<file path="src/hdl/tked_pkg.sv">
package tked_pkg;

	localparam int FIFO_DEPTH = 4;
	localparam int FIFO_AW = 2;

	localparam logic [1:0] ST_OK = 2'd0;
	localparam logic [1:0] ST_BAD = 2'd1;
	localparam logic [1:0] ST_SHORT = 2'd2;
	localparam logic [1:0] ST_PASS = 2'd3;

	localparam logic [4:0] K_NONE = 5'd0;
	localparam logic [4:0] K_CHAR = 5'd1;
	localparam logic [4:0] K_ENTER = 5'd2;
	localparam logic [4:0] K_TAB = 5'd3;
	localparam logic [4:0] K_SPACE = 5'd4;
	localparam logic [4:0] K_BKSP = 5'd5;
	localparam logic [4:0] K_ESC = 5'd6;
	localparam logic [4:0] K_BACKTAB = 5'd7;
	localparam logic [4:0] K_UP = 5'd8;
	localparam logic [4:0] K_DOWN = 5'd9;
	localparam logic [4:0] K_RIGHT = 5'd10;
	localparam logic [4:0] K_LEFT = 5'd11;
	localparam logic [4:0] K_HOME = 5'd12;
	localparam logic [4:0] K_END = 5'd13;
	localparam logic [4:0] K_INS = 5'd14;
	localparam logic [4:0] K_DEL = 5'd15;
	localparam logic [4:0] K_PGUP = 5'd16;
	localparam logic [4:0] K_PGDN = 5'd17;
	localparam logic [4:0] K_F1 = 5'd18;
	localparam logic [4:0] K_F2 = 5'd19;
	localparam logic [4:0] K_F3 = 5'd20;
	localparam logic [4:0] K_F4 = 5'd21;
	localparam logic [4:0] K_F5 = 5'd22;
	localparam logic [4:0] K_F6 = 5'd23;
	localparam logic [4:0] K_F7 = 5'd24;
	localparam logic [4:0] K_F8 = 5'd25;
	localparam logic [4:0] K_F9 = 5'd26;
	localparam logic [4:0] K_F10 = 5'd27;
	localparam logic [4:0] K_F11 = 5'd28;
	localparam logic [4:0] K_F12 = 5'd29;

	localparam logic [7:0] CH_FIRST_PRINT = 8'h21;
	localparam logic [7:0] CH_LAST_PRINT = 8'h7e;

	// classified input word, front to back
	typedef struct packed {
		logic       flush;
		logic [1:0] idle_st;
		logic [4:0] idle_key;
		logic [7:0] idle_ch;
		logic       is_esc;
		logic       is_lbr;
		logic       is_ss3;
		logic       is_digit;
		logic [3:0] digit;
		logic       is_semi;
		logic       is_final;
		logic       is_tilde;
		logic       is_z;
		logic [4:0] fin_key;
		logic [4:0] ss3_key;
	} word_t;

	typedef struct packed {
		logic [1:0] status;
		logic [4:0] key;
		logic [2:0] mods;
		logic [7:0] ch;
		logic [7:0] len;
	} evt_t;

endpackage

</file>
<file path="src/hdl/tked_front.sv">
module tked_front (
	input  logic            clk,
	input  logic            arst_n,
	input  logic            req_valid,
	output logic            req_stall,
	input  logic            opcode,
	input  logic [7:0]      data_byte,
	output logic            push,
	output tked_pkg::word_t push_word,
	input  logic            full
);
	import tked_pkg::*;

	localparam logic [7:0] CH_TAB = 8'h09;
	localparam logic [7:0] CH_LF = 8'h0a;
	localparam logic [7:0] CH_CR = 8'h0d;
	localparam logic [7:0] CH_BS = 8'h08;
	localparam logic [7:0] CH_DEL = 8'h7f;
	localparam logic [7:0] CH_SP = 8'h20;
	localparam logic [7:0] CH_ESC = 8'h1b;
	localparam logic [7:0] CH_LBR = 8'h5b;
	localparam logic [7:0] CH_O = 8'h4f;
	localparam logic [7:0] CH_SEMI = 8'h3b;
	localparam logic [7:0] CH_TILDE = 8'h7e;
	localparam logic [7:0] CH_Z = 8'h5a;
	localparam logic [7:0] CH_0 = 8'h30;
	localparam logic [7:0] CH_9 = 8'h39;
	localparam logic [7:0] FINAL_LO = 8'h40;
	localparam logic [7:0] FINAL_HI = 8'h7e;

	word_t cls;
	word_t word_s1;
	logic  vld_s1;
	logic  adv;

	always_comb begin
		cls = '0;
		cls.flush = opcode;
		if (data_byte == CH_LF || data_byte == CH_CR) begin
			cls.idle_st = ST_OK;
			cls.idle_key = K_ENTER;
		end else if (data_byte == CH_TAB) begin
			cls.idle_st = ST_OK;
			cls.idle_key = K_TAB;
		end else if (data_byte == CH_SP) begin
			cls.idle_st = ST_OK;
			cls.idle_key = K_SPACE;
		end else if (data_byte == CH_BS || data_byte == CH_DEL) begin
			cls.idle_st = ST_OK;
			cls.idle_key = K_BKSP;
		end else if (data_byte[7]) begin
			cls.idle_st = ST_PASS;
			cls.idle_ch = data_byte;
		end else if (data_byte > CH_SP) begin
			cls.idle_st = ST_OK;
			cls.idle_key = K_CHAR;
			cls.idle_ch = data_byte;
		end else begin
			cls.idle_st = ST_BAD;
		end
		cls.is_esc = (data_byte == CH_ESC);
		cls.is_lbr = (data_byte == CH_LBR);
		cls.is_ss3 = (data_byte == CH_O);
		cls.is_digit = (data_byte >= CH_0) && (data_byte <= CH_9);
		cls.digit = data_byte[3:0];
		cls.is_semi = (data_byte == CH_SEMI);
		cls.is_final = (data_byte >= FINAL_LO) && (data_byte <= FINAL_HI);
		cls.is_tilde = (data_byte == CH_TILDE);
		cls.is_z = (data_byte == CH_Z);
		case (data_byte)
			8'h41: cls.fin_key = K_UP;
			8'h42: cls.fin_key = K_DOWN;
			8'h43: cls.fin_key = K_RIGHT;
			8'h44: cls.fin_key = K_LEFT;
			8'h48: cls.fin_key = K_HOME;
			8'h46: cls.fin_key = K_END;
			8'h50: cls.fin_key = K_F1;
			8'h51: cls.fin_key = K_F2;
			8'h52: cls.fin_key = K_F3;
			8'h53: cls.fin_key = K_F4;
			default: cls.fin_key = K_NONE;
		endcase
		// SS3 knows no arrows
		cls.ss3_key = (cls.fin_key >= K_HOME) ? cls.fin_key : K_NONE;
	end

	assign adv = !vld_s1 || !full;
	assign req_stall = vld_s1 && full;
	assign push = vld_s1 && !full;
	assign push_word = word_s1;

	always_ff @(posedge clk or negedge arst_n) begin
		if (!arst_n) begin
			vld_s1 <= 1'b0;
		end else if (adv) begin
			vld_s1 <= req_valid;
		end
	end

	always_ff @(posedge clk) begin
		if (adv && req_valid) begin
			word_s1 <= cls;
		end
	end

endmodule

</file>
<file path="src/hdl/tked_fifo.sv">
module tked_fifo (
	input  logic            clk,
	input  logic            arst_n,
	input  logic            push,
	input  tked_pkg::word_t push_word,
	input  logic            pop,
	output tked_pkg::word_t pop_word,
	output logic            empty,
	output logic            full
);
	import tked_pkg::*;

	word_t              mem_q [FIFO_DEPTH];
	logic [FIFO_AW-1:0] wr_ptr_q;
	logic [FIFO_AW-1:0] rd_ptr_q;
	logic [FIFO_AW:0]   cnt_q;

	assign empty = (cnt_q == '0);
	assign full = (cnt_q == (FIFO_AW+1)'(FIFO_DEPTH));
	assign pop_word = mem_q[rd_ptr_q];

	always_ff @(posedge clk or negedge arst_n) begin
		if (!arst_n) begin
			wr_ptr_q <= '0;
			rd_ptr_q <= '0;
			cnt_q <= '0;
		end else begin
			if (push) begin
				wr_ptr_q <= wr_ptr_q + 1'b1;
			end
			if (pop) begin
				rd_ptr_q <= rd_ptr_q + 1'b1;
			end
			if (push && !pop) begin
				cnt_q <= cnt_q + 1'b1;
			end else if (pop && !push) begin
				cnt_q <= cnt_q - 1'b1;
			end
		end
	end

	always_ff @(posedge clk) begin
		if (push) begin
			mem_q[wr_ptr_q] <= push_word;
		end
	end

endmodule

</file>
<file path="src/hdl/tked_back.sv">
module tked_back #(
	parameter int VALUE_WIDTH = 16
) (
	input  logic            clk,
	input  logic            arst_n,
	input  tked_pkg::word_t word,
	input  logic            empty,
	output logic            pop,
	output logic            evt_valid,
	input  logic            evt_stall,
	output tked_pkg::evt_t  evt
);
	import tked_pkg::*;

	localparam int VW = VALUE_WIDTH;
	localparam logic [1:0] MODE_IDLE = 2'd0;
	localparam logic [1:0] MODE_ESC = 2'd1;
	localparam logic [1:0] MODE_CSI = 2'd2;
	localparam logic [1:0] MODE_SS3 = 2'd3;
	localparam logic [VW-1:0] VMAX = {VW{1'b1}};

	function automatic logic [4:0] tilde_key(input logic [VW-1:0] p);
		case (p)
			VW'(1), VW'(7): tilde_key = K_HOME;
			VW'(2): tilde_key = K_INS;
			VW'(3): tilde_key = K_DEL;
			VW'(4), VW'(8): tilde_key = K_END;
			VW'(5): tilde_key = K_PGUP;
			VW'(6): tilde_key = K_PGDN;
			VW'(15): tilde_key = K_F5;
			VW'(17): tilde_key = K_F6;
			VW'(18): tilde_key = K_F7;
			VW'(19): tilde_key = K_F8;
			VW'(20): tilde_key = K_F9;
			VW'(21): tilde_key = K_F10;
			VW'(23): tilde_key = K_F11;
			VW'(24): tilde_key = K_F12;
			default: tilde_key = K_NONE;
		endcase
	endfunction

	logic [1:0]    mode_q, mode_d;
	logic [VW-1:0] cur_q, cur_d;
	logic          dig_q, dig_d;
	logic [1:0]    cnt_q, cnt_d;
	logic [VW-1:0] f1_q, f1_d;
	logic [VW-1:0] f2_q, f2_d;
	logic          bad_q, bad_d;
	logic [7:0]    len_q, len_d;

	logic          evt_vld_q;
	evt_t          evt_q;
	evt_t          res;
	logic          has_res;

	logic [VW+3:0] wide;
	logic [VW-1:0] cur_inc;
	logic [7:0]    len_inc;
	logic [VW-1:0] fval;
	logic [VW-1:0] f1c, f2c;
	logic [1:0]    cntc;
	logic          empty_seq;
	logic [1:0]    fcnt;
	logic [VW-1:0] ff1, ff2;
	logic          use_mod;
	logic [VW-1:0] m;
	logic [4:0]    fkey;
	evt_t          fres;

	assign pop = !empty && (!evt_vld_q || !evt_stall);

	// parameter accumulate: x*10 + d, saturating
	assign wide = ({4'b0, cur_q} << 3) + ({4'b0, cur_q} << 1) + (VW+4)'(word.digit);
	assign cur_inc = (|wide[VW+3:VW]) ? VMAX : wide[VW-1:0];
	assign len_inc = (len_q == 8'hff) ? len_q : len_q + 8'd1;

	// close the open parameter; missing value counts as 1
	assign fval = dig_q ? cur_q : VW'(1);
	assign f1c = (cnt_q == 2'd0) ? fval : f1_q;
	assign f2c = (cnt_q == 2'd1) ? fval : f2_q;
	assign cntc = (cnt_q == 2'd3) ? cnt_q : cnt_q + 2'd1;

	// CSI final byte evaluation
	always_comb begin
		empty_seq = (len_inc == 8'd3);
		fcnt = empty_seq ? cnt_q : cntc;
		ff1 = empty_seq ? f1_q : f1c;
		ff2 = empty_seq ? f2_q : f2c;
		use_mod = 1'b0;
		m = VW'(1);
		if (word.is_tilde) begin
			fkey = tilde_key(ff1);
			if (fcnt >= 2'd2) begin
				use_mod = 1'b1;
				m = ff2;
			end
		end else begin
			fkey = word.fin_key;
			if (fcnt >= 2'd2) begin
				use_mod = 1'b1;
				m = ff2;
			end else if (fcnt == 2'd1 && ff1 != VW'(1)) begin
				use_mod = 1'b1;
				m = ff1;
			end
		end
		fres = '0;
		fres.len = len_inc;
		fres.status = ST_BAD;
		if (word.is_z) begin
			if (empty_seq) begin
				fres.status = ST_OK;
				fres.key = K_BACKTAB;
			end
		end else if (bad_q) begin
			fres.status = ST_BAD;
		end else if (word.is_tilde && fcnt == 2'd0) begin
			fres.status = ST_BAD;
		end else if (use_mod && (m == '0 || m > VW'(8))) begin
			fres.status = ST_BAD;
		end else if (fkey == K_NONE || fcnt == 2'd3) begin
			fres.status = ST_BAD;
		end else begin
			fres.status = ST_OK;
			fres.key = fkey;
			fres.mods = use_mod ? (m[2:0] - 3'd1) : 3'd0;
		end
	end

	always_comb begin
		mode_d = mode_q;
		cur_d = cur_q;
		dig_d = dig_q;
		cnt_d = cnt_q;
		f1_d = f1_q;
		f2_d = f2_q;
		bad_d = bad_q;
		len_d = len_q;
		res = '0;
		has_res = 1'b0;
		if (word.flush) begin
			mode_d = MODE_IDLE;
			cur_d = '0;
			dig_d = 1'b0;
			cnt_d = '0;
			f1_d = '0;
			f2_d = '0;
			bad_d = 1'b0;
			len_d = '0;
			if (mode_q == MODE_ESC) begin
				has_res = 1'b1;
				res.status = ST_OK;
				res.key = K_ESC;
				res.len = 8'd1;
			end else if (mode_q != MODE_IDLE) begin
				has_res = 1'b1;
				res.status = ST_SHORT;
				res.len = len_q;
			end
		end else begin
			case (mode_q)
				MODE_IDLE: begin
					if (word.is_esc) begin
						mode_d = MODE_ESC;
						len_d = 8'd1;
					end else begin
						has_res = 1'b1;
						res.status = word.idle_st;
						res.key = word.idle_key;
						res.ch = word.idle_ch;
						res.len = 8'd1;
					end
				end
				MODE_ESC: begin
					if (word.is_lbr) begin
						mode_d = MODE_CSI;
						len_d = 8'd2;
					end else if (word.is_ss3) begin
						mode_d = MODE_SS3;
						len_d = 8'd2;
					end else begin
						mode_d = MODE_IDLE;
						len_d = '0;
						has_res = 1'b1;
						res.status = ST_BAD;
						res.len = 8'd2;
					end
				end
				MODE_SS3: begin
					mode_d = MODE_IDLE;
					len_d = '0;
					has_res = 1'b1;
					res.len = 8'd3;
					if (word.ss3_key == K_NONE) begin
						res.status = ST_BAD;
					end else begin
						res.status = ST_OK;
						res.key = word.ss3_key;
					end
				end
				MODE_CSI: begin
					len_d = len_inc;
					if (word.is_final) begin
						has_res = 1'b1;
						res = fres;
						mode_d = MODE_IDLE;
						cur_d = '0;
						dig_d = 1'b0;
						cnt_d = '0;
						f1_d = '0;
						f2_d = '0;
						bad_d = 1'b0;
						len_d = '0;
					end else if (word.is_digit) begin
						cur_d = cur_inc;
						dig_d = 1'b1;
					end else if (word.is_semi) begin
						f1_d = f1c;
						f2_d = f2c;
						cnt_d = cntc;
						cur_d = '0;
						dig_d = 1'b0;
					end else begin
						bad_d = 1'b1;
					end
				end
				default: begin
					mode_d = MODE_IDLE;
				end
			endcase
		end
	end

	always_ff @(posedge clk or negedge arst_n) begin
		if (!arst_n) begin
			mode_q <= MODE_IDLE;
			cur_q <= '0;
			dig_q <= 1'b0;
			cnt_q <= '0;
			f1_q <= '0;
			f2_q <= '0;
			bad_q <= 1'b0;
			len_q <= '0;
			evt_vld_q <= 1'b0;
		end else begin
			if (pop) begin
				mode_q <= mode_d;
				cur_q <= cur_d;
				dig_q <= dig_d;
				cnt_q <= cnt_d;
				f1_q <= f1_d;
				f2_q <= f2_d;
				bad_q <= bad_d;
				len_q <= len_d;
			end
			if (pop && has_res) begin
				evt_vld_q <= 1'b1;
			end else if (!evt_stall) begin
				evt_vld_q <= 1'b0;
			end
		end
	end

	always_ff @(posedge clk) begin
		if (pop && has_res) begin
			evt_q <= res;
		end
	end

	assign evt_valid = evt_vld_q;
	assign evt = evt_q;

endmodule

</file>
<file path="src/hdl/terminal_key_escape_decoder_unit.sv">
// channel   handshake              payload
// request   req_valid / req_stall  opcode, data_byte
// event     evt_valid / evt_stall  status, key_code, modifier_bits, char_value, sequence_length
//
// One word per cycle sustained while evt_stall is low; the parser state updates once per popped word.
// After its last word is taken, an event passes the input register, the queue write and the event register.
// A four-word queue sits between the classifier and the parser.
// evt_stall holds the event register; the queue fills, then req_stall rises.
// arst_n clears all control state; no clearing pass.
module terminal_key_escape_decoder_unit #(
	parameter int VALUE_WIDTH = 16
) (
	input  logic       clk,
	input  logic       arst_n,
	input  logic       req_valid,
	output logic       req_stall,
	input  logic       opcode,
	input  logic [7:0] data_byte,
	output logic       evt_valid,
	input  logic       evt_stall,
	output logic [1:0] status,
	output logic [4:0] key_code,
	output logic [2:0] modifier_bits,
	output logic [7:0] char_value,
	output logic [7:0] sequence_length
);
	import tked_pkg::*;

	word_t push_word;
	word_t pop_word;
	evt_t  evt;
	logic  push;
	logic  pop;
	logic  empty;
	logic  full;

	tked_front u_front (
		.clk       (clk),
		.arst_n    (arst_n),
		.req_valid (req_valid),
		.req_stall (req_stall),
		.opcode    (opcode),
		.data_byte (data_byte),
		.push      (push),
		.push_word (push_word),
		.full      (full)
	);

	tked_fifo u_fifo (
		.clk       (clk),
		.arst_n    (arst_n),
		.push      (push),
		.push_word (push_word),
		.pop       (pop),
		.pop_word  (pop_word),
		.empty     (empty),
		.full      (full)
	);

	tked_back #(
		.VALUE_WIDTH (VALUE_WIDTH)
	) u_back (
		.clk       (clk),
		.arst_n    (arst_n),
		.word      (pop_word),
		.empty     (empty),
		.pop       (pop),
		.evt_valid (evt_valid),
		.evt_stall (evt_stall),
		.evt       (evt)
	);

	assign status = evt.status;
	assign key_code = evt.key;
	assign modifier_bits = evt.mods;
	assign char_value = evt.ch;
	assign sequence_length = evt.len;

endmodule

</file>
<file path="config.mk">
export PLATFORM = sky130hd
export DESIGN_NAME = terminal_key_escape_decoder_unit
export DESIGN_NICKNAME = d
export VERILOG_FILES = /design/src/hdl/tked_pkg.sv /design/src/hdl/tked_front.sv /design/src/hdl/tked_fifo.sv /design/src/hdl/tked_back.sv /design/src/hdl/terminal_key_escape_decoder_unit.sv
export SDC_FILE = /design/constraint.sdc
export NUM_CORES = 1
export LEC_CHECK = 0
export BUFFER_PORTS_ARGS = -buffer_cell sky130_fd_sc_hd__buf_2
export CAP_MARGIN = 20
export CORE_ASPECT_RATIO = 1.5
export CORE_MARGIN = 2
export CORE_UTILIZATION = 55
export DETAILED_ROUTE_END_ITERATION = 10
export PLACE_DENSITY_LB_ADDON = 0.2
export SETUP_SLACK_MARGIN = 0.4
export SYNTH_ARGS = -nofsm -noshare
export SYNTH_HDL_FRONTEND = slang
export SYNTH_SLANG_ARGS = --single-unit
export TNS_END_PERCENT = 30
</file>
<file path="constraint.sdc">
create_clock -name clk -period 9.7 [get_ports clk]
set_input_delay 1.94 -clock clk [delete_from_list [all_inputs] [get_ports clk]]
set_output_delay 1.94 -clock clk [all_outputs]
set_load 0.02 [all_outputs]
</file>
Yosys cells after proc, flatten, opt, wreduce, memory -nomap -nowiden
Memory sizes are Yosys's and may differ from the RTL's. Cells that the tools add are included.

Register bits: 135. Bits in writable memories: 152. Memory bits (read-only): 160. Bits of input ports: 13. Output and inout bits: 28. Logic and storage cells: 259. Memories kept: 2.

Memories: (no name shown) (depth 32, bits a word 5, read ports 1, clocked after memory_dff 0, wr ports 0, RTL line tked_back.sv:23) `case (p)`; u_fifo.mem_q (depth 4, bits a word 38, read ports 1, clocked after memory_dff 0, wr ports 1, RTL line tked_fifo.sv:13) `word_t mem_q [FIFO_DEPTH];`.

Add/subtract/negate cells: 9. $lt $le $gt $ge: 8. Eq/ne operators: 38. Mux-type cells: 116. Bitwise gates (word level): 3. Reductions and logical operators: 48.

Operator list (number): two-way mux 16 bit (26); == test 8 x 7 -> 1 bit (second input constant) (15); two-way mux 8 bit (14); one-hot mux 8 bit (4 select lines) (2); one-hot mux 5 bit (10 select lines) (1); two-way mux 2 bit (21); == test 8 x 4 -> 1 bit (second input constant) (4); two-way mux 1 bit (30); two-way mux 26 bit (1); two-way mux 3 bit (8); two-way mux 7 bit (3); adder 19 x 17 -> 20 bit (1); adder 20 x 4 -> 20 bit (1); == test 8 x 6 -> 1 bit (second input constant) (2); greater-than comparator 16 x 4 -> 1 bit (second input constant) (1); zero test 16 bit (1); inequality test 16 x 1 -> 1 bit (second input constant) (1); one-hot mux 2 bit (4 select lines) (2); one-hot mux 8 bit (2 select lines) (1); two-way mux 5 bit (3); one-hot mux 5 bit (3 select lines) (1); logical AND 1 bit (12); zero test 11 bit (1); zero test 5 bit (2); other kinds (38) (68).

Logic depth before layout (Yosys ltp)
Depth after elaboration: 19. Mapped depth: 20. Mapped depth without buffers: 18.

Modules after synthesis
A second synthesis with hierarchy kept.

Cells, all modules: 986. Area total of the unflattened synthesis: 13555.5 µm².

Modules (own cells, without submodules): tked_back (instances 1, cells each 624, area an instance 5977.0 µm²); tked_fifo (instances 1, cells each 233, area an instance 5924.4 µm²); tked_front (instances 1, cells each 129, area an instance 1654.1 µm²).

Worst setup path after synthesis
OpenSTA, ideal clock, no wires.

Path kind: reg-to-reg. Start point: register u_fifo.rd_ptr_q[0]. End point: register u_back.cur_q[1]. Library setup time: 0.126 ns. Arrival time: 5.761 ns. Slack: 3.813 ns. Cell stages (with the launch flop): 19. Period minus slack after synthesis: 5.887 ns. Cell sequence: dfrtp_1 -> buf_4 -> buf_2 -> clkbuf_1 -> buf_1 -> mux4_2 -> fa_1 -> ha_1 -> a21o_1 -> a21o_1 -> a2111oi_4 -> nor3_1 -> a2111oi_2 -> nor3_1 -> a21o_1 -> o31a_1 -> o31a_1 -> buf_6 -> a221o_1.

Cells in the longest elaborated chain, start to end: 8.

Ends and longest elaborated chain: start: declaration (RTL line tked_fifo.sv:15) `logic [FIFO_AW-1:0] rd_ptr_q;`; start signal: assignment (RTL line tked_fifo.sv:32) `rd_ptr_q <= rd_ptr_q + 1'b1;`; memory (4 x 38 bit) *; adder 20 x 4 -> 20 bit (RTL line tked_back.sv:73) `assign wide = ({4'b0, cur_q} << 3) + ({4'b0, cur_q} << 1) + (VW+4)'(word.digit);`; OR reduction 4 bit (RTL line tked_back.sv:74) `assign cur_inc = (|wide[VW+3:VW]) ? VMAX : wide[VW-1:0];`; two-way mux 16 bit (RTL line tked_back.sv:74); two-way mux 16 bit (RTL line tked_back.sv:214) `end else if (word.is_digit) begin`; two-way mux 16 bit (RTL line tked_back.sv:203) `if (word.is_final) begin`; two-way mux 16 bit (RTL line tked_back.sv:161) `case (mode_q)`; two-way mux 16 bit (RTL line tked_back.sv:141) `if (word.flush) begin`; end signal: assignment (RTL line tked_back.sv:248) `cur_q <= cur_d;`; end: declaration (RTL line tked_back.sv:43) `logic [VW-1:0] cur_q, cur_d;`.

Every way passes the cells marked *; elsewhere a longest branch is shown, timed or not. The select of a mux whose other input is x is not followed. A chain may end at the register's enable or synchronous reset.

Final worst setup path
Start point: register u_back.len_q[0]. End point: register u_back.evt_q (netlist bit u_back.evt[22]) (data pin).

Cells in the longest elaborated chain, start to end: 19.

Ends and longest elaborated chain: start: declaration (RTL line tked_back.sv:49) `logic [7:0] len_q, len_d;`; start signal: assignment (RTL line tked_back.sv:254) `len_q <= len_d;`; adder 8 x 1 -> 8 bit / == test 8 bit (equally long branches) (RTL line tked_back.sv:75) `assign len_inc = (len_q == 8'hff) ? len_q : len_q + 8'd1;`; two-way mux 8 bit * (RTL line tked_back.sv:75); == test 8 x 2 -> 1 bit * (RTL line tked_back.sv:85) `empty_seq = (len_inc == 8'd3);`; two-way mux 16 bit / two-way mux 2 bit (equally long branches) (RTL line tked_back.sv:87, tked_back.sv:86); inequality test 16 x 1 -> 1 bit / == test 2 x 1 -> 1 bit (equally long branches) (RTL line tked_back.sv:102) `end else if (fcnt == 2'd1 && ff1 != VW'(1)) begin`; logical AND 1 bit (RTL line tked_back.sv:102); two-way mux 16 bit (RTL line tked_back.sv:102); two-way mux 16 bit (RTL line tked_back.sv:99) `if (fcnt >= 2'd2) begin`; (+3 left out); logical AND 1 bit (RTL line tked_back.sv:119) `end else if (use_mod && (m == '0 || m > VW'(8))) begin`; two-way mux 8 bit (RTL line tked_back.sv:119); two-way mux 8 bit * (RTL line tked_back.sv:117) `end else if (word.is_tilde && fcnt == 2'd0) begin`; two-way mux 8 bit * (RTL line tked_back.sv:115) `end else if (bad_q) begin`; two-way mux 7 bit * (RTL line tked_back.sv:110) `if (word.is_z) begin`; two-way mux 26 bit * (RTL line tked_back.sv:203); one-hot mux 5 bit (3 select lines) * (RTL line tked_back.sv:161); two-way mux 7 bit * (RTL line tked_back.sv:141); end signal: assignment (RTL line tked_back.sv:266) `evt_q <= res;`; end: declaration (RTL line tked_back.sv:52) `evt_t evt_q;`.

Every way passes the cells marked *; elsewhere a longest branch is shown, timed or not.

==> flow_summary.ini <==
[run_status]
outcome = completed

[power_and_ir_drop]
power_uw = 4220
p_per_area_nw_per_um2 = 298
pwr-share-clk_pct = 26.0
intPower_uw = 2750
power_leakage_uw = 0.00551
netSwitchingPower_uw = 1470
p_comb_share_pct = 34.0
pwr-share-seq_pct = 39.9
swShare_pct = 34.9
ir_drop_mv = 0.153

[setup_path]
startpoint = u_back.len_q[0]
critPathMaxFanout = 14
r2r_end = u_back.evt[22]
required_ns = 9.98
worst_r2r_path_depth = 17
timing.rr.start = u_back.len_q[0]
crit_arrival_ns = 5.52
crit_end = u_back.evt[22]
path_class = reg -> reg
start_kind = register
cp-end-kind = register
reg2reg_slack_ns = 4.46

[clock_tree]
cts_buffers = 26
cts_tree = built
htreeDepth = 1
hold_buffers = 0
cts_buffer_depth = 3
clk_pin_slew_worst_paths_ns = 0.07
post-cts-setup-buffers = 0
cts.sinks = 272
cts.repair.resized = 0
cts-root-buf = clkbuf_16
clock_latency_ns = 0.53

[grt]
grt_overflow = 0
grt_pass1_wl_um = 41900
antenna_found_initial = 0
grt_use_met2_pct = 38.5
grt_pass1_vias = 7950
grtUsageTotal_pct = 22.0
gr-usage-met3_pct = 3.01
grt-busiest-layer = met2
grt_util_met1_pct = 28.1
grt_max_degree = 72

[logic_synthesis]
syn_area_sq_um = 12700
synth_sequential_area_ratio_pct = 61.5
synthCells = 936
synth_area_leaders = edfxtp_1, dfrtp_1, mux4_2
yosys_most_used_dff = edfxtp_1
synthArstFlopShare_pct = 26.1
ys_ff_latch = 272
yosysWarnings = 0
synthTopCellsByCount = edfxtp_1, dfrtp_1, nor2_1, nand2_1, a21oi_1
synthesis.area_per_instance_sq_um = 13.6
synth_top_area_cell = edfxtp_1
syn_nets = 996
synth_edf_count = 201
synth_top_area_share_pct = 47.5
ys_types = 75
yosysMostFrequentCell = edfxtp_1

[drt]
drc = 0
wl_um = 26100
drtPass1Iterations = 5
drt-initial-drc-count = 659
post_drt_via_cell_ratio = 6.15
num_vias = 7847
drt-wirelength-per-cell_um = 20.5
drtAntennaViolNets = 0

[timing]
worst_pin_slew_ns = 1.02
slew_headroom_pct = 30.3
period_minus_slack_ns = 5.24
tns_ns = 0
setup_viol = 0
drv_slew = 0
rsz0062_at_grt = false
layout_setup_ws_ns = 4.46
fmax_ghz = 0.191
skew_ns = 0.0129
post-route-period-util_pct = 54.0
fin_hold_ws_ns = 0.493
hold_viol_final = 0

[floorplan]
ios = 41
core_area_sq_um = 22900
initial_core_util_pct = 55.5
fp-row-count = 68
dieHeight_um = 190
die_area_sq_um = 24400
die_w_um = 128

[placement]
post-place-ws_ns = 4.46
port_buffers = 40
gp_congestion = 0.899
dp_hpwl_um = 17300

[final_layout]
num-fill-cells = 1715
drive_above_1_share_pct = 15.6
diodes = 0
syn_to_final_growth_pct = 11.3
nets = 1035

[run]
max_cap_violations = 0

[hold_path]
hold_depth = 0
min_path_type = reg -> reg
==> how the worst min path moves through the flow <==
stage,from,endpoint
floorplan,u_back.f1_q[0],u_back.f1_q[0]
global placement,u_front.push_word[3],u_fifo.mem_q[2][3]
detailed placement,u_front.push_word[9],u_fifo.mem_q[2][9]
CTS,u_front.push_word[15],u_fifo.mem_q[1][15]
global route,u_front.push_word[15],u_fifo.mem_q[0][15]
finish,u_front.push_word[24],u_fifo.mem_q[1][24]
==> layout make-up <==
class | instances | area [sq um] | area share, %
multi-input combinational | 597 | 4630 | 32.7
clock inverter | 20 | 268 | 1.89
inverter | 25 | 93.8 | 0.663
sequential | 272 | 7810 | 55.2
tap | 280 | 350 | 2.48
timing repair buffer | 53 | 310 | 2.19
clock buffer | 28 | 679 | 4.80
==> metal layers <==
layer	wire length (um)	vias to the layer above
met5	0	-
met4	758	0
met3	1070	48
met2	13700	198
met1	10600	3904
li1	-	3697
==> registers in the layout (all words and copies together), names as in the netlist, 2 cells and up <==
signal	flops
u_back.mode_q	2
u_fifo.rd_ptr_q	2
u_back.len_q	8
u_fifo.mem_q	140
u_front.push_word	35
u_fifo.cnt_q	3
u_back.cnt_q	2
u_back.cur_q	16
u_back.evt	26
u_back.f2_q	16
u_back.f1_q	16
u_fifo.wr_ptr_q	2
==> metrics by stage <==
stage / instance area, sq um / cells / utilization, %
2_1_floorplan: 12700 / 936 / -
3_3_place_gp: 13200 / 1224 / 57.5
3_5_place_dp: 13200 / 1224 / 57.5
4_1_cts: 14100 / 1272 / 61.6
5_1_grt: 14100 / 1275 / 61.8
6_report: 14100 / 1275 / 61.8
==> critical path, cell delays in order, from the launching register on <==
cell and delay, ns:
dfrtp_1 0.45, ha_1 0.28, and3_1 0.26, nor3_2 0.21
nand4_2 0.37, nand2_1 0.24, mux2i_1 0.75, inv_1 0.15
ha_1 0.29, a31oi_1 0.29, a221o_1 0.26, ha_1 0.22
o311ai_0 0.14, o21ai_1 0.16, a31oi_1 0.05, o21ai_1 0.47
nor2_1 0.13, a22o_1 0.26
==> cell families after synthesis <==
group	count (synthesis)	synth area share, %
XOR/XNOR	21	1.45
multiplexers	52	7.58
adder cells (fa/ha/maj)	47	4.81
AO/OA/AOI/OAI	221	12.4
flip-flops	272	61.5
buffers and inverters	67	2.20
AND/OR/NAND/NOR	256	10.1
==> layout by cell type (no fill, tap or decap), types with 27 or more instances in the layout <==
cell type and instances:
a21oi_1 55, nand2_1 58, dfrtp_1 70, a22o_1 30
mux4_2 35, clkbuf_16 27, ha_1 44, o21ai_0 34
nor2_1 67, buf_2 40, edfxtp_1 201
==> power groups by stage <==
stage / Sequential [uW] / Combinational [uW] / Clock, uW
2_1_floorplan: 1740 / 977 / 0
3_3_place_gp: 1700 / 1410 / 0
3_5_place_dp: 1710 / 1420 / 0
4_1_cts: 1690 / 1430 / 1110
5_1_grt: 1710 / 1580 / 1160
6_report: 1680 / 1440 / 1100
Power figures use the tool's default switching activity.
